===== src/sv/lmn_pkg.sv =====
// ----------------------------------------------------------------------------
// lmn_pkg
// Types, codes and sizes shared by the Lamport mutual exclusion node.
// ----------------------------------------------------------------------------
`default_nettype none

package lmn_pkg;

  localparam int MAX_NODES = 8;
  localparam int IDX_W     = (MAX_NODES > 1) ? $clog2(MAX_NODES) : 1;
  localparam int CNT_W     = $clog2(MAX_NODES + 1);
  localparam int TIME_W    = 32;
  localparam int RANK_W    = 3;
  localparam int NCNT_W    = 4;
  localparam int ENTRY_W   = TIME_W + RANK_W;

  localparam logic [TIME_W-1:0] CLOCK_MAX = '1;
  localparam logic [NCNT_W-1:0] CTR_MAX   = '1;

  localparam logic [2:0] TY_RX_REQ  = 3'd0;
  localparam logic [2:0] TY_RX_REP  = 3'd1;
  localparam logic [2:0] TY_RX_REL  = 3'd2;
  localparam logic [2:0] TY_RX_FIN  = 3'd3;
  localparam logic [2:0] TY_LOC_REQ = 3'd4;
  localparam logic [2:0] TY_LOC_REL = 3'd5;
  localparam logic [2:0] TY_LOC_FIN = 3'd6;

  localparam logic [2:0] KIND_NONE    = 3'd0;
  localparam logic [2:0] KIND_REPLY   = 3'd1;
  localparam logic [2:0] KIND_REQUEST = 3'd2;
  localparam logic [2:0] KIND_RELEASE = 3'd3;
  localparam logic [2:0] KIND_FIN     = 3'd4;

  localparam logic [1:0] ERR_NONE    = 2'd0;
  localparam logic [1:0] ERR_ADD     = 2'd1;
  localparam logic [1:0] ERR_MISSING = 2'd2;

  localparam logic CFG_OWN_RANK   = 1'b0;
  localparam logic CFG_NODE_COUNT = 1'b1;

  typedef struct packed {
    logic [2:0]        req_type;
    logic [RANK_W-1:0] src_rank;
    logic [TIME_W-1:0] msg_time;
  } in_item_t;

  typedef struct packed {
    logic [2:0]        send_kind;
    logic [RANK_W-1:0] send_dest;
    logic [TIME_W-1:0] send_time;
    logic              grant;
    logic              all_finished;
    logic [1:0]        error_code;
  } out_item_t;

  typedef enum logic [4:0] {
    S_IDLE  = 5'b00001,
    S_SCAN1 = 5'b00010,
    S_APPLY = 5'b00100,
    S_SCAN2 = 5'b01000,
    S_DONE  = 5'b10000
  } state_t;

  function automatic logic [TIME_W-1:0] sat_inc(input logic [TIME_W-1:0] v);
    return (v == CLOCK_MAX) ? v : v + TIME_W'(1);
  endfunction

endpackage

`default_nettype wire


===== src/sv/lamport_mutex_node.sv =====
// ----------------------------------------------------------------------------
// lamport_mutex_node
// One node of Lamport distributed mutual exclusion with a request table.
// ----------------------------------------------------------------------------
// Each transaction on the input channel carries one event and yields exactly
// one result transaction. The request table is held in a small synchronous
// memory and is walked one entry per cycle: an event that adds or removes an
// entry takes one sweep over all MAX_NODES slots to look for a duplicate or
// the entry to remove, and when the node is waiting with enough replies a
// second sweep of the same length finds the front of the table. The result
// register may then wait on out_stall, and no new event is taken until the
// node is back in idle with the result registered. Configuration is taken
// at any time on the cfg port and must only be written while no event is in
// flight.
`default_nettype none

module lamport_mutex_node (
  input  wire logic              clk,
  input  wire logic              rst_n,
  input  wire logic              in_valid,
  output logic                   in_stall,
  input  wire lmn_pkg::in_item_t in_data,
  output logic                   out_valid,
  input  wire logic              out_stall,
  output lmn_pkg::out_item_t     out_data,
  input  wire logic              cfg_valid,
  output logic                   cfg_ready,
  input  wire logic              cfg_index,
  input  wire logic [3:0]        cfg_wdata
);

  localparam int IDX_W   = lmn_pkg::IDX_W;
  localparam int CNT_W   = lmn_pkg::CNT_W;
  localparam int TIME_W  = lmn_pkg::TIME_W;
  localparam int RANK_W  = lmn_pkg::RANK_W;
  localparam int NCNT_W  = lmn_pkg::NCNT_W;
  localparam int ENTRY_W = lmn_pkg::ENTRY_W;
  localparam int CMP_W   = (CNT_W > NCNT_W) ? CNT_W : NCNT_W;
  localparam logic [IDX_W:0] LAST   = (IDX_W + 1)'(lmn_pkg::MAX_NODES);
  localparam logic [CMP_W-1:0] MAXN = CMP_W'(lmn_pkg::MAX_NODES);

  lmn_pkg::state_t state_r, state_nxt;
  logic [IDX_W:0]                    cnt_r, cnt_nxt;
  logic                              live_r, live_nxt;
  logic [IDX_W-1:0]                  idx_r;
  logic [ENTRY_W-1:0]                rd_data_r;
  logic [ENTRY_W-1:0]                mem [lmn_pkg::MAX_NODES];

  logic [2:0]                        ty_r, ty_nxt;
  logic [RANK_W-1:0]                 sender_r, sender_nxt;
  logic [TIME_W-1:0]                 key_time_r, key_time_nxt;
  logic [RANK_W-1:0]                 key_rank_r, key_rank_nxt;
  logic [TIME_W-1:0]                 clock_r, clock_nxt;
  logic [NCNT_W-1:0]                 rc_r, rc_nxt;
  logic [NCNT_W-1:0]                 fc_r, fc_nxt;
  logic                              waiting_r, waiting_nxt;
  logic [lmn_pkg::MAX_NODES-1:0]     valid_r, valid_nxt;
  logic [RANK_W-1:0]                 own_rank_r, own_rank_nxt;
  logic [NCNT_W-1:0]                 node_count_r, node_count_nxt;

  logic                              best_v_r, best_v_nxt;
  logic [TIME_W-1:0]                 best_time_r, best_time_nxt;
  logic [RANK_W-1:0]                 best_rank_r, best_rank_nxt;
  logic [IDX_W-1:0]                  best_idx_r, best_idx_nxt;
  logic                              dup_r, dup_nxt;
  logic                              need_r, need_nxt;

  logic [2:0]                        res_kind_r, res_kind_nxt;
  logic [RANK_W-1:0]                 res_dest_r, res_dest_nxt;
  logic [TIME_W-1:0]                 res_time_r, res_time_nxt;
  logic [1:0]                        res_err_r, res_err_nxt;

  logic                              out_valid_r, out_valid_nxt;
  lmn_pkg::out_item_t                out_data_r, out_data_nxt;

  logic                              rd_en;
  logic                              mem_we;
  logic [IDX_W-1:0]                  mem_wa;
  logic [ENTRY_W-1:0]                mem_wd;
  logic [TIME_W-1:0]                 e_time;
  logic [RANK_W-1:0]                 e_rank;
  logic                              e_v;
  logic                              filter;
  logic                              better;
  logic                              is_add;
  logic                              is_rem;
  logic [CNT_W-1:0]                  used;
  logic [IDX_W-1:0]                  free_idx;
  logic [CMP_W-1:0]                  cap;
  logic [NCNT_W-1:0]                 thr;
  logic                              out_free;
  logic                              grant_w;
  logic [TIME_W-1:0]                 inc_clock;
  logic [TIME_W-1:0]                 inc_msg;

  assign in_stall  = (state_r != lmn_pkg::S_IDLE);
  assign cfg_ready = 1'b1;
  assign out_valid = out_valid_r;
  assign out_data  = out_data_r;

  assign is_add = (ty_r == lmn_pkg::TY_RX_REQ) || (ty_r == lmn_pkg::TY_LOC_REQ);
  assign is_rem = (ty_r == lmn_pkg::TY_RX_REL) || (ty_r == lmn_pkg::TY_LOC_REL);

  assign e_time = rd_data_r[ENTRY_W-1:RANK_W];
  assign e_rank = rd_data_r[RANK_W-1:0];
  assign e_v    = live_r && valid_r[idx_r];
  assign filter = (state_r == lmn_pkg::S_SCAN1) && is_rem;
  assign better = !best_v_r || (e_time < best_time_r) ||
                  ((e_time == best_time_r) && (e_rank < best_rank_r));

  assign used = CNT_W'($countones(valid_r));
  assign cap  = (CMP_W'(node_count_r) < MAXN) ? CMP_W'(node_count_r) : MAXN;
  assign thr  = (node_count_r == '0) ? '0 : node_count_r - NCNT_W'(1);
  assign out_free = !out_valid_r || !out_stall;
  assign grant_w  = need_r && best_v_r && (best_rank_r == own_rank_r);
  assign inc_clock = lmn_pkg::sat_inc(clock_r);
  assign inc_msg   = lmn_pkg::sat_inc(in_data.msg_time);

  always_comb begin
    free_idx = '0;
    for (int i = lmn_pkg::MAX_NODES - 1; i >= 0; i--) begin
      if (!valid_r[i]) begin
        free_idx = IDX_W'(i);
      end
    end
  end

  always_comb begin
    state_nxt      = state_r;
    cnt_nxt        = cnt_r;
    ty_nxt         = ty_r;
    sender_nxt     = sender_r;
    key_time_nxt   = key_time_r;
    key_rank_nxt   = key_rank_r;
    clock_nxt      = clock_r;
    rc_nxt         = rc_r;
    fc_nxt         = fc_r;
    waiting_nxt    = waiting_r;
    valid_nxt      = valid_r;
    own_rank_nxt   = own_rank_r;
    node_count_nxt = node_count_r;
    best_v_nxt     = best_v_r;
    best_time_nxt  = best_time_r;
    best_rank_nxt  = best_rank_r;
    best_idx_nxt   = best_idx_r;
    dup_nxt        = dup_r;
    need_nxt       = need_r;
    res_kind_nxt   = res_kind_r;
    res_dest_nxt   = res_dest_r;
    res_time_nxt   = res_time_r;
    res_err_nxt    = res_err_r;
    out_valid_nxt  = out_valid_r && out_stall;
    out_data_nxt   = out_data_r;
    mem_we         = 1'b0;
    mem_wa         = free_idx;
    mem_wd         = {key_time_r, key_rank_r};

    rd_en    = ((state_r == lmn_pkg::S_SCAN1) || (state_r == lmn_pkg::S_SCAN2)) &&
               (cnt_r < LAST);
    live_nxt = rd_en;

    if (e_v && (!filter || (e_rank == key_rank_r)) && better) begin
      best_v_nxt    = 1'b1;
      best_time_nxt = e_time;
      best_rank_nxt = e_rank;
      best_idx_nxt  = idx_r;
    end
    if (e_v && (e_time == key_time_r) && (e_rank == key_rank_r)) begin
      dup_nxt = 1'b1;
    end

    if (cfg_valid && cfg_ready) begin
      unique case (cfg_index)
        lmn_pkg::CFG_OWN_RANK:   own_rank_nxt   = cfg_wdata[RANK_W-1:0];
        lmn_pkg::CFG_NODE_COUNT: node_count_nxt = cfg_wdata;
        default: ;
      endcase
    end

    unique case (state_r)
      lmn_pkg::S_IDLE: begin
        if (in_valid) begin
          ty_nxt       = in_data.req_type;
          sender_nxt   = in_data.src_rank;
          key_time_nxt = in_data.msg_time;
          key_rank_nxt = in_data.src_rank;
          best_v_nxt   = 1'b0;
          dup_nxt      = 1'b0;
          cnt_nxt      = '0;
          state_nxt    = lmn_pkg::S_APPLY;
          if (in_data.req_type <= lmn_pkg::TY_RX_FIN) begin
            clock_nxt = (inc_clock > inc_msg) ? inc_clock : inc_msg;
          end else if (in_data.req_type <= lmn_pkg::TY_LOC_FIN) begin
            clock_nxt = inc_clock;
          end
          unique case (in_data.req_type)
            lmn_pkg::TY_RX_REQ, lmn_pkg::TY_RX_REL: begin
              state_nxt = lmn_pkg::S_SCAN1;
            end
            lmn_pkg::TY_RX_REP: begin
              if (waiting_r && (rc_r != lmn_pkg::CTR_MAX)) begin
                rc_nxt = rc_r + NCNT_W'(1);
              end
            end
            lmn_pkg::TY_RX_FIN: begin
              if (fc_r != lmn_pkg::CTR_MAX) begin
                fc_nxt = fc_r + NCNT_W'(1);
              end
            end
            lmn_pkg::TY_LOC_REQ: begin
              key_time_nxt = inc_clock;
              key_rank_nxt = own_rank_r;
              rc_nxt       = '0;
              waiting_nxt  = 1'b1;
              state_nxt    = lmn_pkg::S_SCAN1;
            end
            lmn_pkg::TY_LOC_REL: begin
              key_rank_nxt = own_rank_r;
              waiting_nxt  = 1'b0;
              state_nxt    = lmn_pkg::S_SCAN1;
            end
            default: ;
          endcase
        end
      end
      lmn_pkg::S_SCAN1: begin
        cnt_nxt = cnt_r + (IDX_W + 1)'(1);
        if (cnt_r == LAST) begin
          state_nxt = lmn_pkg::S_APPLY;
        end
      end
      lmn_pkg::S_APPLY: begin
        res_err_nxt  = lmn_pkg::ERR_NONE;
        res_kind_nxt = lmn_pkg::KIND_NONE;
        res_dest_nxt = '0;
        res_time_nxt = '0;
        if (is_add) begin
          if ((CMP_W'(key_rank_r) >= CMP_W'(node_count_r)) || (CMP_W'(used) >= cap)) begin
            res_err_nxt = lmn_pkg::ERR_ADD;
          end else if (!dup_r) begin
            mem_we              = 1'b1;
            valid_nxt[free_idx] = 1'b1;
          end
        end
        if (is_rem) begin
          if (best_v_r) begin
            valid_nxt[best_idx_r] = 1'b0;
          end else begin
            res_err_nxt = lmn_pkg::ERR_MISSING;
          end
        end
        if (ty_r == lmn_pkg::TY_RX_REQ) begin
          clock_nxt    = inc_clock;
          res_kind_nxt = lmn_pkg::KIND_REPLY;
          res_dest_nxt = sender_r;
          res_time_nxt = inc_clock;
        end else if ((ty_r >= lmn_pkg::TY_LOC_REQ) && (ty_r <= lmn_pkg::TY_LOC_FIN)) begin
          res_time_nxt = clock_r;
          if (ty_r == lmn_pkg::TY_LOC_REQ) begin
            res_kind_nxt = lmn_pkg::KIND_REQUEST;
          end else if (ty_r == lmn_pkg::TY_LOC_REL) begin
            res_kind_nxt = lmn_pkg::KIND_RELEASE;
          end else begin
            res_kind_nxt = lmn_pkg::KIND_FIN;
          end
        end
        need_nxt   = waiting_r && (rc_r >= thr);
        best_v_nxt = 1'b0;
        cnt_nxt    = '0;
        state_nxt  = (waiting_r && (rc_r >= thr)) ? lmn_pkg::S_SCAN2 : lmn_pkg::S_DONE;
      end
      lmn_pkg::S_SCAN2: begin
        cnt_nxt = cnt_r + (IDX_W + 1)'(1);
        if (cnt_r == LAST) begin
          state_nxt = lmn_pkg::S_DONE;
        end
      end
      lmn_pkg::S_DONE: begin
        if (out_free) begin
          out_valid_nxt             = 1'b1;
          out_data_nxt.send_kind    = res_kind_r;
          out_data_nxt.send_dest    = res_dest_r;
          out_data_nxt.send_time    = res_time_r;
          out_data_nxt.grant        = grant_w;
          out_data_nxt.all_finished = (fc_r >= thr);
          out_data_nxt.error_code   = res_err_r;
          if (grant_w) begin
            waiting_nxt = 1'b0;
          end
          state_nxt = lmn_pkg::S_IDLE;
        end
      end
      default: state_nxt = lmn_pkg::S_IDLE;
    endcase
  end

  always_ff @(posedge clk) begin
    if (mem_we) begin
      mem[mem_wa] <= mem_wd;
    end
    if (rd_en) begin
      rd_data_r <= mem[cnt_r[IDX_W-1:0]];
    end
  end

  always_ff @(posedge clk) begin
    if (!rst_n) begin
      state_r      <= lmn_pkg::S_IDLE;
      cnt_r        <= '0;
      live_r       <= 1'b0;
      clock_r      <= '0;
      rc_r         <= '0;
      fc_r         <= '0;
      waiting_r    <= 1'b0;
      valid_r      <= '0;
      own_rank_r   <= '0;
      node_count_r <= NCNT_W'(8);
      best_v_r     <= 1'b0;
      dup_r        <= 1'b0;
      need_r       <= 1'b0;
      out_valid_r  <= 1'b0;
    end else begin
      state_r      <= state_nxt;
      cnt_r        <= cnt_nxt;
      live_r       <= live_nxt;
      clock_r      <= clock_nxt;
      rc_r         <= rc_nxt;
      fc_r         <= fc_nxt;
      waiting_r    <= waiting_nxt;
      valid_r      <= valid_nxt;
      own_rank_r   <= own_rank_nxt;
      node_count_r <= node_count_nxt;
      best_v_r     <= best_v_nxt;
      dup_r        <= dup_nxt;
      need_r       <= need_nxt;
      out_valid_r  <= out_valid_nxt;
    end
  end

  always_ff @(posedge clk) begin
    idx_r       <= cnt_r[IDX_W-1:0];
    ty_r        <= ty_nxt;
    sender_r    <= sender_nxt;
    key_time_r  <= key_time_nxt;
    key_rank_r  <= key_rank_nxt;
    best_time_r <= best_time_nxt;
    best_rank_r <= best_rank_nxt;
    best_idx_r  <= best_idx_nxt;
    res_kind_r  <= res_kind_nxt;
    res_dest_r  <= res_dest_nxt;
    res_time_r  <= res_time_nxt;
    res_err_r   <= res_err_nxt;
    out_data_r  <= out_data_nxt;
  end

  // A local release never grants the critical section.
  a_release_no_grant: assert property (@(posedge clk) disable iff (!rst_n)
    (out_valid && (out_data.send_kind == lmn_pkg::KIND_RELEASE)) |-> !out_data.grant)
    else $error("grant raised on a local release");

  // An accepted transaction keeps the node busy in the following cycle.
  a_busy_after_accept: assert property (@(posedge clk) disable iff (!rst_n)
    (in_valid && !in_stall) |=> in_stall)
    else $error("input accepted twice in a row");

  // The table memory is never written during a sweep.
  a_no_write_in_sweep: assert property (@(posedge clk) disable iff (!rst_n)
    ((state_r == lmn_pkg::S_SCAN1) || (state_r == lmn_pkg::S_SCAN2)) |-> !mem_we)
    else $error("table written during a sweep");

  // Applying an event changes the table occupancy by at most one entry.
  a_one_entry_change: assert property (@(posedge clk) disable iff (!rst_n)
    (state_r == lmn_pkg::S_APPLY) |=>
      (($countones(valid_r) == $past($countones(valid_r))) ||
       ($countones(valid_r) == $past($countones(valid_r)) + 1) ||
       ($countones(valid_r) + 1 == $past($countones(valid_r)))))
    else $error("table occupancy changed by more than one entry");

endmodule

`default_nettype wire

===== config.mk =====
export PLATFORM = sky130hd
export DESIGN_NAME = lamport_mutex_node
export DESIGN_NICKNAME = d
export VERILOG_FILES = /design/src/sv/lmn_pkg.sv /design/src/sv/lamport_mutex_node.sv
export SDC_FILE = /design/constraint.sdc
export NUM_CORES = 1
export LEC_CHECK = 0
export ABC_CLOCK_PERIOD_IN_PS = 7350
export BUFFER_PORTS_ARGS = -buffer_cell sky130_fd_sc_hd__buf_2
export CORE_UTILIZATION = 40
export DETAILED_ROUTE_END_ITERATION = 7
export HOLD_SLACK_MARGIN = 0.06
export PLACE_DENSITY_LB_ADDON = 0.25
export SLEW_MARGIN = 10
export SYNTH_ARGS = -nofsm -noshare
export SYNTH_HDL_FRONTEND = slang
export SYNTH_SLANG_ARGS = --single-unit

===== constraint.sdc =====
create_clock -name clk -period 7.35 [get_ports clk]
set_input_delay 0.735 -clock clk [delete_from_list [all_inputs] [get_ports clk]]
set_output_delay 0.735 -clock clk [all_outputs]
set_load 0.03 [all_outputs]

* After elaboration in Yosys (flattened, before gate mapping)
Memories as Yosys holds them, arrays and structs flattened. A register that Yosys moved wholly into a read port is not among the register bits.
Cells that the tools add are included.
** Storage, ports and cells
- Register bits after elaboration :: 234
- Bits in writable memories :: 280
- Bits of input ports :: 48
- Output and inout port bits :: 45
- Logic and storage cells :: 224
- Memories kept :: 1
** Memories
- mem :: depth 8, bits a word 35, read ports 1, clocked after memory_dff 1, wr ports 1, RTL line lamport_mutex_node.sv:47 : logic [ENTRY_W-1:0] mem [lmn_pkg::MAX_NODES];
** Cells by class
- Add/subtract/negate cells :: 13
- Order comparisons :: 18
- Equality and inequality tests :: 32
- Muxes and demuxes :: 71
- Bitwise gates (word level) :: 5
- Reduce and logical (&&, ||, !) cells :: 50
** Operators by type and width (count)
- 2-to-1 mux 32 bit :: 10
- adder 32 x 1 -> 32 bit, second input constant :: 2
- equality test 32 bit :: 2
- equality test 32 bit, second input constant :: 2
- case mux 32 bit (2 select lines) :: 1
- 2-to-1 mux 8 bit :: 6
- 2-to-1 mux 3 bit :: 11
- > comparator 32 bit :: 1
- < comparator 32 bit :: 1
- 2-to-1 mux 5 bit :: 5
- case mux 5 bit (5 select lines) :: 1
- 2-to-1 mux 1 bit :: 22
- logical AND 1 bit :: 16
- 2-to-1 mux 4 bit :: 4
- AND reduction 4 bit :: 4
- adder 4 x 1 -> 4 bit, second input constant :: 3
- equality test 3 bit, second input constant :: 4
- >= comparator 4 bit :: 3
- < comparator 3 x 4 -> 1 bit, second input constant :: 3
- case mux 4 bit (3 select lines) :: 1
- inequality test 2 bit, second input constant :: 5
- AND reduction 2 bit :: 5
- equality test 3 x 2 -> 1 bit, second input constant :: 3
- adder 1 x 1 -> 2 bit :: 4
- 42 further kinds :: 70

* Longest topological paths before layout
Gate-level depths: netlist (run 1).
- Word-level depth :: 20
- Gate-level depth with buffers :: 20
- Depth with buffers taken out :: 17

* Worst setup path after synthesis (run 1)
No wires, ideal clock.
- Path type :: reg-to-reg
- Start point :: reg valid_r[0] (netlist name)
- End point :: reg valid_r[3] (netlist name)
- Library setup time :: 74 ps
- Arrival time :: 8048 ps
- Required time :: 7276 ps
- Path slack :: -772 ps
- Cell stages (with the launch flop) :: 17
- Path buffers :: 0
- Clock period less this slack :: 8122 ps
- Path through :: dfxtp_1 > fa_1 > inv_1 > fa_1 > fa_1 > inv_1 > ha_1 > inv_1 > fa_1 > inv_1 > ha_1 > a21o_1 > a21o_1 > a221oi_1 > nand3_1 > nor4b_1 > o221a_2
** Between the ends
- Word-level cells in the longest chain between the ends :: 13
- Elaborated cells on any way between the ends :: 19
- Those cells by class :: add/sub (3); order compare (3); mux (9); bitwise (2); reduce/logical (2)
** Ends and longest elaborated chain
- start, declared :: RTL line lamport_mutex_node.sv:57 : logic [lmn_pkg::MAX_NODES-1:0] valid_r, valid_nxt;
- start signal, assigned :: RTL line lamport_mutex_node.sv:330 : valid_r <= valid_nxt;
- parallel branches: the longest is 7 deep, another holds adder 3 x 3 -> 4 bit
- 2-to-1 mux 8 bit * :: RTL line lamport_mutex_node.sv:238 : if ((CMP_W'(key_rank_r) >= CMP_W'(node_count_r)) || (CMP_W'(used) >= cap)) begin
- 2-to-1 mux 8 bit * :: RTL line lamport_mutex_node.sv:237 : if (is_add) begin
- 2-to-1 mux 8 bit * :: RTL line lamport_mutex_node.sv:180 : unique case (state_r)
- bitwise AND 8 bit (no source line)
- 2-to-1 mux 8 bit :: RTL line lamport_mutex_node.sv:246 : if (best_v_r) begin
- 2-to-1 mux 8 bit * :: RTL line lamport_mutex_node.sv:245 : if (is_rem) begin
Every way passes the cells marked *. The select of a mux whose other input is x is not followed.
A chain may end at the register's enable or synchronous reset.

* Worst setup path after layout (run 1)
- Start point :: reg valid_r[3] (netlist name)
- End point :: mem mem[6][20] (netlist name) (enable)
** Between the ends
- Word-level cells in the longest chain between the ends :: 10
- Elaborated cells on any way between the ends :: 14
- Those cells by class :: add/sub (3); order compare (1); mux (9); reduce/logical (1)
** Ends and longest elaborated chain
- adder 1 x 1 -> 2 bit (implied by the code) :: RTL line lamport_mutex_node.sv:111 : assign used = CNT_W'($countones(valid_r));
- adder 2 x 2 -> 3 bit (implied by the code) :: RTL line lamport_mutex_node.sv:111
- adder 3 x 3 -> 4 bit (implied by the code) :: RTL line lamport_mutex_node.sv:111
- >= comparator 4 bit :: RTL line lamport_mutex_node.sv:238
- logical OR 1 bit :: RTL line lamport_mutex_node.sv:238
- 2-to-1 mux 1 bit :: RTL line lamport_mutex_node.sv:238
- 2-to-1 mux 1 bit :: RTL line lamport_mutex_node.sv:237
- 2-to-1 mux 1 bit :: RTL line lamport_mutex_node.sv:180
- 2-to-1 mux 1 bit :: RTL line lamport_mutex_node.sv:298 : if (mem_we) begin
- 2-to-1 mux 1 bit (implied by the code) :: RTL line lamport_mutex_node.sv:299 : mem[mem_wa] <= mem_wd;
- end, declared :: RTL line lamport_mutex_node.sv:47
Several ways; a longest one is shown, not always the timed one.

==> impl_metrics.toml, run 1 <==
[power_and_ir_drop]
power_uw = 6860
p_per_area_nw_per_um2 = 246
pwr-share-comb = 0.075
p_leak_uw = 0.00970
switching_share = 0.237
switchingPower_uw = 1630
peakVddDrop_mv = 0.174
p_clk_frac = 0.396
seqPwrFrac = 0.529
p_int_uw = 5230

[routing]
drt_first_pass_iters = 6
wl_per_cell_um = 21.3
drtIter0Drc = 1208
detail-route-antenna-nets = 0
wirelength_mm = 57.4
num_vias = 14900
drc = 0
vias_per_cell = 5.52

[yosys]
synthArstFlopShare = 0
synth_edf_count = 476
synthCells = 1753
synth_area_leaders = "edfxtp_1 58%, mux4_2 6.6%, dfxtp_1 5.9%"
synth.area.mux_share = 0.0889
syn_nets = 1895
syn_avg_cell_area_um2 = 14.1
synth-xor-area-share = 0.0370
synth_top_area_frac = 0.580
ys_ff_latch = 549
synthesis.area_um2 = 24600
synth-adder-area-share = 0.0489
synth_compound_area_frac = 0.0673
yosysSeqAreaShare = 0.639
ys.flop_type = "edfxtp_1"
yosys_warnings = 0
synthDistinctLibCells = 77
yosys.area.top_type = "edfxtp_1"
synth_top_family_by_area = "simple AND/OR/NAND/NOR gates"
yosys.area_share.simple = 0.0929

[clock_network]
root_buffer = "clkbuf_16"
cts_sinks = 549
cts_buffers = 55
path_clk_slew_ns = 0.06
cts_setup_buffers = 0
cts_resized = 0
worstSkewPairLatency_ns = 0.61
cts_hold_buf = 0
cts_tree = "done"
clockBufferDepth = 3
cts_max_level = 2

[placed_design]
hpwlAfterDp_mm = 39.5
io_buffers = 91
gp_congestion = 0.890

[critical_path]
critical_path_arrival_ns = 6.10
path_max_fanout = 25
crit_path_cell_trace = "fa_1, inv_1, fa_1, fa_1, inv_1, ha_1, inv_1, fa_1, inv_1, ha_1, a21o_1, a21o_1, a221oi_1, nand3_1, nand2b_1, nor2_4, buf_4"
path_class = "reg -> reg"
cpMaxStageDelayCell = "nor2_4"
cp_data_required_time_ns = 7.63
rrSetupSlack_ns = 1.54
cp-end-kind = "flip-flop"
reg2reg_to = "mem[6][20]"
critPathLaunchType = "flip-flop"
cpPeakStageDelay_ns = 0.72
rr_worst_depth = 17
rr_startpoint = "valid_r[3]"

[grt]
grt_pass1_vias = 15100
grt_pass1_wl_mm = 89.2
grt_use_total = 0.185
overflow = 0
antenna_found_initial = 5
grt_max_degree = 53

[timing]
fin_tns_setup_ns = 0
finalClockSkew_ns = 0.0241
worst_slew_pin_slew_ns = 1.11
setup_violations = 0
max_slew_margin = 0.262
rsz0062_at_grt = "no"
period_share = 0.791
clock.fmax_ghz = 0.172
slew_violations = 0
hold_viol_final = 0
period_minus_slack_ns = 5.81

[die]
rows = 90
die_x_um = 250
core_area_um2 = 60600
die_y_um = 250
pin_count = 93
start_util = 0.407
die_area_um2 = 62600

[outcome]
status = "finished, final reports clean"

[min_path]
holdPathStages = 1
hold_path.class = "in -> reg"
hp-start = "in_data[32]"
min_to = "sender_r[0]"

[flow_run]
drv_cap = 0

[final_layout]
final_nets = 2004
drive_gt1_frac = 0.186
area_growth_pct = 13.1
fillers = 5363
[per-layer routing]
metal,share of wire,track usage
met3,0.044,0.0261
met5,0.00075,0
met2,0.47,0.301
met1,0.46,0.258
met4,0.025,0.0584
[state kept, by name, summed over array words and instances (netlist names), 4 cells and up]
name,flops
cnt_r,4
rd_data_r,35
valid_r,8
mem,280
rc_r,4
out_data,42
key_time_r,32
fc_r,4
node_count_r,4
best_time_r,32
res_time_r,32
state_r,5
clock_r,32
[per-stage QoR]
step | area (um^2) | cells | utilization | hold slack (ns) | worst slack [ns]
3_5_place_dp | 26100 | 2587 | 0.431 | 0.405 | 1.50
6_report | 27900 | 2691 | 0.460 | 0.324 | 1.54
3_3_place_gp | 26100 | 2587 | 0.431 | 0.403 | 1.64
2_1_floorplan | 24700 | 1753 | - | 0.342 | 0.747
5_1_grt | 27900 | 2689 | 0.460 | 0.309 | 1.23
4_1_cts | 27900 | 2689 | 0.460 | 0.295 | 1.45
[cells in the mapped netlist (14+ instances only)]
| cell | count |
|---|---|
| nand4_1 | 32 |
| nor2_1 | 87 |
| nor4_1 | 14 |
| xnor2_1 | 35 |
| nand2_1 | 146 |
| mux2_2 | 39 |
| ha_1 | 90 |
| xor2_1 | 69 |
| nand3_1 | 71 |
| inv_1 | 91 |
| clkbuf_1 | 48 |
| dfxtp_1 | 73 |
| nor3_1 | 35 |
| edfxtp_1 | 476 |
| a31oi_1 | 14 |
| and3_1 | 14 |
| a21oi_1 | 54 |
| a21o_1 | 16 |
| o21ai_0 | 87 |
| mux4_2 | 72 |
[worst max path at each step]
stage | from | to | cells after the start | slack [ns]
finish | valid_r[3] | mem[6][20] | 17 | 1.54
CTS | valid_r[3] | mem[6][20] | 17 | 1.45
floorplan | valid_r[0] | mem[2][0] | 15 | 0.75
detailed placement | valid_r[3] | mem[6][12] | 17 | 1.50
global placement | valid_r[3] | mem[5][12] | 17 | 1.64
global route | valid_r[3] | mem[6][20] | 17 | 1.23
[cell type report]
class                      instances  area [um^2]  area share
multi-input combinational       1041         8360       0.300
tap                              782          978      0.0351
sequential                       549        15800       0.565
clock inverter                    21          170     0.00610
clock buffer                      81         1580      0.0565
timing repair buffer             122          688      0.0247
antenna                            2         5.00    0.000179
inverter                          93          349      0.0125
[cell families after synthesis]
family	after synthesis
other cells	1
compound gates	253
simple gates	465
buf+inv	163
mux	124
flops	549
fa+ha+maj	94
xor+xnor	104
[placed cells by master, fill, tap and decap left out, types with 10 or more instances in the layout]
cell | Yosys | layout
nand4_1 | 32 | 32
ha_1 | 90 | 90
inv_1 | 91 | 90
nor4_1 | 14 | 14
buf_2 | 13 | 91
a31oi_1 | 14 | 14
xor2_1 | 69 | 69
mux2_2 | 39 | 39
o21ai_0 | 87 | 87
a21o_1 | 16 | 16
clkbuf_1 | 48 | 18
nand3_1 | 71 | 71
dfxtp_1 | 73 | 70
o31ai_1 | 10 | 10
and2_1 | 11 | 10
a21oi_1 | 54 | 52
mux2i_1 | 13 | 13
nand2b_1 | 11 | 11
nor2_1 | 87 | 80
nor2b_1 | 13 | 13
edfxtp_1 | 476 | 476
buf_4 | 1 | 31
and3_1 | 14 | 14
nand2_1 | 146 | 145
clkbuf_16 | 0 | 57
a221o_1 | 10 | 10
xnor2_1 | 35 | 35
mux4_2 | 72 | 72
nor3_1 | 35 | 33
[power groups by stage]
stage          clock network, uW  registers (uW)  logic [uW]
5_1_grt                     2890            3640         572
6_report                    2710            3630         517
4_1_cts                     2780            3630         517
3_3_place_gp                   0            3690         506
3_5_place_dp                   0            3690         512
2_1_floorplan                  0            3630         368
[critical path: cells and delay by family (launching register included)]
kind	cells	cell delay (ns)
buffers and inverters	5	0.60
adder cells (fa/ha/maj)	6	2.24
AO/OA/AOI/OAI	3	0.66
AND/OR/NAND/NOR	3	1.47
flip-flops	1	0.47
No activity file was read; power rests on OpenSTA's default activity.
==> inputs of run 2 (changes only) <==
--- a/config.mk
+++ b/config.mk
@@ -5,7 +5,7 @@
 export SDC_FILE = /design/constraint.sdc
 export NUM_CORES = 1
 export LEC_CHECK = 0
-export ABC_CLOCK_PERIOD_IN_PS = 7350
+export ABC_CLOCK_PERIOD_IN_PS = 5600
 export BUFFER_PORTS_ARGS = -buffer_cell sky130_fd_sc_hd__buf_2
 export CORE_UTILIZATION = 40
 export DETAILED_ROUTE_END_ITERATION = 7
==> constraint.sdc (replaced) <==
create_clock -name clk -period 5.6 [get_ports clk]
set_input_delay 0.56 -clock clk [delete_from_list [all_inputs] [get_ports clk]]
set_output_delay 0.56 -clock clk [all_outputs]
set_load 0.03 [all_outputs]
==> run 2 against run 1 <==
Critical path type unchanged. Setup slack got worse by 1.1 ns. Largest power group unchanged. Worst hold slack got worse by 0.18 ns. Power increased by 34%.
==> impl_metrics.toml, run 2 (synthesis results as in run 1) <==
[flow_run]
drv_cap = 0

[grt]
overflow = 0
grt_max_degree = 53
antenna_found_initial = 3
grt_pass1_vias = 15000
grt_use_total = 0.185
grt_pass1_wl_mm = 88.7

[routing]
num_vias = 14900
wirelength_mm = 57.7
vias_per_cell = 5.52
drt_first_pass_iters = 6
detail-route-antenna-nets = 0
wl_per_cell_um = 21.3
drc = 0
drtIter0Drc = 1191

[timing]
clock.fmax_ghz = 0.194
slew_violations = 0
rsz0062_at_grt = "no"
max_slew_margin = 0.308
worst_slew_pin_slew_ns = 1.04
period_share = 0.921
hold_ws_ns = 0.144
layout_setup_ws_ns = 0.445
period_minus_slack_ns = 5.16
hold_viol_final = 0
finalClockSkew_ns = 0.0182
setup_violations = 0

[placed_design]
io_buffers = 91
gp_congestion = 0.876
dp_slack_ns = 0.455
placed_cells = 2602
hpwlAfterDp_mm = 39.8

[clock_network]
cts_sinks = 549
worstSkewPairLatency_ns = 0.62
cts_tree = "done"
root_buffer = "clkbuf_16"
cts_buffers = 57
cts_resized = 0
clockBufferDepth = 3
cts_hold_buf = 0
cts_max_level = 2
path_clk_slew_ns = 0.06
cts_setup_buffers = 0

[die]
core_area_um2 = 60600
die_x_um = 250
die_y_um = 250
die_area_um2 = 62600
pin_count = 93
rows = 90
start_util = 0.407

[critical_path]
critical_path_arrival_ns = 5.47
rrSetupSlack_ns = 0.44
cp_data_required_time_ns = 5.91
cpPeakStageDelay_ns = 0.49
timing.critical_path.buf_inv = 5
cp.depth = 17
path_max_fanout = 16
crit_path_cell_trace = "fa_1, inv_1, fa_1, fa_1, inv_1, ha_1, inv_1, fa_1, inv_1, ha_1, a21o_1, a21o_1, a221oi_1, nand3_1, nand2b_1, nor2_4, buf_12"
critPathLaunchType = "flip-flop"
cp_top_family = "adder cells"
rr_worst_depth = 17
rr_startpoint = "valid_r[3]"
reg2reg_to = "mem[6][17]"
startpoint = "valid_r[3]"
crit_end = "mem[6][17]"
path_class = "reg -> reg"
cpMaxStageDelayCell = "fa_1"
cp-end-kind = "flip-flop"

[final_layout]
drive_gt1_frac = 0.196
instances_no_fill = 2708
largest_reg_flops = 280
top_register = "mem"
final_common_cell = "edfxtp_1"
final_nets = 2021
fillers = 5302
area_growth_pct = 14.5
layout_common_cells = "476 x edfxtp_1, 145 x nand2_1, 91 x buf_2, 90 x inv_1, 90 x ha_1"

[power_and_ir_drop]
p_leak_uw = 0.00983
p_per_area_nw_per_um2 = 325
peakVddDrop_mv = 0.263

[outcome]
status = "finished, final reports clean"

[min_path]
hold_path.class = "in -> reg"
hp-start = "in_data[32]"
[run 2: power by group]
| group | switching [uW] | internal [uW] | total [uW] |
|---|---|---|---|
| combinational | 438 | 255 | 694 |
| sequential | 179 | 4590 | 4760 |
| clock | 1580 | 2140 | 3720 |
[run 2: how the worst min path moves through the flow]
| stage | to | slack [ns] | depth (start not counted) |
|---|---|---|---|
| detailed placement | out_data[1] | 0.40 | 0 |
| global route | sender_r[0] | 0.11 | 1 |
| global placement | out_data[37] | 0.40 | 0 |
| finish | sender_r[0] | 0.14 | 1 |
| floorplan | idx_r[2] | 0.34 | 0 |
| CTS | sender_r[0] | 0.10 | 1 |
[run 2: per-layer routing]
metal	share of wire	track usage	vias to the layer above
li1	-	-	6929
met1	0.45	0.258	7528
met2	0.47	0.294	371
met3	0.049	0.0319	116
met4	0.029	0.0585	4
met5	0.00040	0	-
[run 2: area by class of cell]
type | count | area, um^2 | area share
antenna | 1 | 2.50 | 0.0000887
clock buffer | 73 | 1520 | 0.0537
clock inverter | 32 | 310 | 0.0110
inverter | 93 | 349 | 0.0124
multi-input combinational | 1041 | 8360 | 0.296
sequential | 549 | 15800 | 0.559
tap | 782 | 978 | 0.0347
timing repair buffer | 137 | 938 | 0.0332
[run 2: through the flow]
| stage | util | area (um^2) | total power (uW) | setup TNS [ns] |
|---|---|---|---|---|
| final | 0.466 | 28200 | 9180 | 0 |
| after global placement | 0.436 | 26400 | 5520 | 0 |
| after global routing | 0.466 | 28200 | 9500 | 0 |
| after floorplan | - | 24700 | 5240 | -30.45 |
| after detailed placement | 0.436 | 26400 | 5540 | 0 |
| after CTS | 0.466 | 28200 | 9260 | 0 |
[run 2: worst register-to-register path, delay by kind of cell (launching register included)]
| family | cells | cell delay [ns] |
|---|---|---|
| adders and majority gates | 6 | 2.25 |
| and+or+nand+nor | 3 | 1.04 |
| AOI/OAI and AO/OA | 3 | 0.63 |
| DFF | 1 | 0.48 |
| buffers and inverters | 5 | 0.47 |
==> inputs of run 3 (changes only) <==
--- a/config.mk
+++ b/config.mk
@@ -5,13 +5,14 @@
 export SDC_FILE = /design/constraint.sdc
 export NUM_CORES = 1
 export LEC_CHECK = 0
-export ABC_CLOCK_PERIOD_IN_PS = 5600
+export ABC_AREA = 1
+export ABC_CLOCK_PERIOD_IN_PS = 5080
 export BUFFER_PORTS_ARGS = -buffer_cell sky130_fd_sc_hd__buf_2
 export CORE_UTILIZATION = 40
 export DETAILED_ROUTE_END_ITERATION = 7
 export HOLD_SLACK_MARGIN = 0.06
 export PLACE_DENSITY_LB_ADDON = 0.25
-export SLEW_MARGIN = 10
+export SLEW_MARGIN = 20
 export SYNTH_ARGS = -nofsm -noshare
 export SYNTH_HDL_FRONTEND = slang
 export SYNTH_SLANG_ARGS = --single-unit
==> constraint.sdc (replaced) <==
create_clock -name clk -period 5.08 [get_ports clk]
set_input_delay 0.508 -clock clk [delete_from_list [all_inputs] [get_ports clk]]
set_output_delay 0.508 -clock clk [all_outputs]
set_load 0.03 [all_outputs]
==> run 3 against run 2 <==
Fmax up 11%. Sequential cell count unchanged. Synthesized cell count is 46% higher. Non-clock buffer count decreased by 16. Power rose by 36%. Clock skew rose by 0.020 ns. Synthesized area rose by 5.3%. Critical path depth grew 1. Sequential share of layout area decreased by 2.3 points. Critical path type unchanged. Highest routed layer is now met4.
==> impl_metrics.toml, run 3 <==
[yosys]
synth_edf_count = 476
yosys.area.top_type = "edfxtp_1"
yosys_warnings = 0
ys_ff_latch = 549
synthDistinctLibCells = 52
synth_area_leaders = "edfxtp_1 55%, nor2_1 5.9%, dfxtp_1 5.6%"
yosys.cell_count.top_type = "edfxtp_1"
syn_nets = 2708
synthArstFlopShare = 0
synthTopCellsByCount = "476 x edfxtp_1, 409 x nor2_1, 366 x nand2_1"
ys.flop_type = "edfxtp_1"
synthCells = 2566
synth_top_area_frac = 0.551
yosysSeqAreaShare = 0.607
syn_avg_cell_area_um2 = 10.1
synthesis.area_um2 = 26000

[clock_network]
path_clk_slew_ns = 0.06
clockBufferDepth = 3
root_buffer = "clkbuf_16"
cts_resized = 0
worstSkewPairLatency_ns = 0.63
cts_tree = "done"
cts_hold_buf = 0
cts_buffers = 58
cts_max_level = 2
cts_sinks = 549
cts_setup_buffers = 0

[power_and_ir_drop]
power_uw = 12500
switchingPower_uw = 3860
p_leak_uw = 0.0113
p_int_uw = 8610
seqPwrFrac = 0.468
p_per_area_nw_per_um2 = 424
pwr-share-comb = 0.188
switching_share = 0.310
p_clk_frac = 0.344
peakVddDrop_mv = 0.282

[routing]
wirelength_mm = 68.5
drc = 0
num_vias = 18600
drtIter0Drc = 1551
detail-route-antenna-nets = 0
wl_per_cell_um = 19.2
vias_per_cell = 5.23
drt_first_pass_iters = 5

[die]
die_x_um = 257
die_y_um = 257
core_area_um2 = 64200
die_area_um2 = 65900
pin_count = 93
rows = 93
start_util = 0.404

[critical_path]
rr_startpoint = "valid_r[0]"
path_max_fanout = 35
cp_top_family = "adder cells"
crit_path_cell_trace = "fa_1, inv_1, fa_1, fa_1, inv_1, ha_1, inv_1, fa_1, inv_1, ha_1, a21oi_1, o211ai_1, a21oi_1, nand2_1, inv_1, nand2_1, nor2_4, buf_12"
path_class = "reg -> reg"
cp_data_required_time_ns = 5.35
cp.depth = 18
critical_path_arrival_ns = 4.92
rr_worst_depth = 18
cp-end-kind = "flip-flop"
startpoint = "valid_r[0]"
crit_end = "mem[3][1]"
cpMaxStageDelayCell = "fa_1"
cpMostUsedCell = "inv_1"
timing.critical_path.buf_inv = 6
critPathLaunchType = "flip-flop"
reg2reg_to = "mem[3][1]"
cpPeakStageDelay_ns = 0.55
rrSetupSlack_ns = 0.43

[min_path]
hold_path.class = "in -> reg"
holdPathStages = 1

[timing]
hold_viol_final = 0
period_share = 0.916
fin_tns_setup_ns = 0
clock.fmax_ghz = 0.215
period_minus_slack_ns = 4.65
worst_slew_pin_slew_ns = 1.03
finalClockSkew_ns = 0.0377
setup_violations = 0
rsz0062_at_grt = "no"
max_slew_margin = 0.312
slew_violations = 0

[final_layout]
layout_common_cells = "476 x edfxtp_1, 401 x nor2_1, 366 x nand2_1, 252 x inv_1, 238 x o21ai_0"
fillers = 6096
largest_reg_flops = 280
area_growth_pct = 13.4
drive_gt1_frac = 0.113
fin_util = 0.458
register_area_um2 = 15800
top_register = "mem"
multiInputGateArea_um2 = 8810
final_common_cell = "edfxtp_1"
design_area_um2 = 29400
final_nets = 2795

[grt]
grt_pass1_wl_mm = 106
antenna_found_initial = 1
grt_use_total = 0.207
grt_max_degree = 81
overflow = 0
grt_pass1_vias = 18400

[placed_design]
io_buffers = 91
hpwlAfterDp_mm = 47.2
placed_area_um2 = 27500
gp_congestion = 0.907

[outcome]
status = "finished, final reports clean"

[flow_run]
drv_cap = 0
[run 3: cell types whose count changed after synthesis, moves of 26 or more]
cell	delta
nand2_1	+220
nand3_1	+38
o21ai_0	+152
a21oi_1	+40
mux2_2	-39
a31oi_1	+26
nor2_1	+322
inv_1	+165
mux4_2	-72
o22ai_1	+51
[run 3: power by group through the flow]
stage	Sequential [uW]	Clock, uW	Combinational, uW
global placement	5920	0	2290
floorplan	5740	0	1720
detailed placement	5930	0	2340
CTS	5840	4370	2350
finish	5840	4290	2350
global route	5880	4540	2640
[run 3: kinds of logic after synthesis]
logic type                 synth area share
adders and majority gates            0.0465
xor gates and xnor gates             0.0273
buffers and inverters                0.0566
other                              0.000144
and+or+nand+nor                       0.167
AOI/OAI and AO/OA                    0.0958
DFF                                   0.607
[run 3: through the flow]
stage,hold slack [ns],setup WS [ns],std cells
6_report,0.0928,0.426,3558
3_3_place_gp,0.404,0.457,3448
4_1_cts,0.0615,0.391,3557
2_1_floorplan,0.352,0.207,2566
3_5_place_dp,0.405,0.406,3448
5_1_grt,0.0664,0.118,3557
[run 3: worst min path at each step]
stage	start	end	slack [ns]
2_1_floorplan	cnt_r[0]	idx_r[0]	0.35
3_3_place_gp	res_time_r[28]	out_data[32]	0.40
3_5_place_dp	res_time_r[22]	out_data[26]	0.40
4_1_cts	in_data[34]	sender_r[2]	0.06
5_1_grt	in_data[34]	sender_r[2]	0.07
6_report	in_data[34]	sender_r[2]	0.09
[run 3: layout make-up]
class,count,share of cell area
Sequential cell,549,0.536
Multi-Input combinational cell,1644,0.299
Clock buffer,72,0.0525
Tap cell,855,0.0364
Inverter,279,0.0356
Timing Repair Buffer,121,0.0265
Clock inverter,37,0.0139
Antenna cell,1,0.0000850
[run 3: layer usage]
| layer | vias to the layer above | global-route usage | part of all wire |
|---|---|---|---|
| met5 | - | 0 | 0 |
| met4 | 0 | 0.0618 | 0.026 |
| met3 | 107 | 0.0265 | 0.051 |
| met2 | 524 | 0.348 | 0.48 |
| met1 | 8983 | 0.278 | 0.44 |
| li1 | 8982 | - | - |
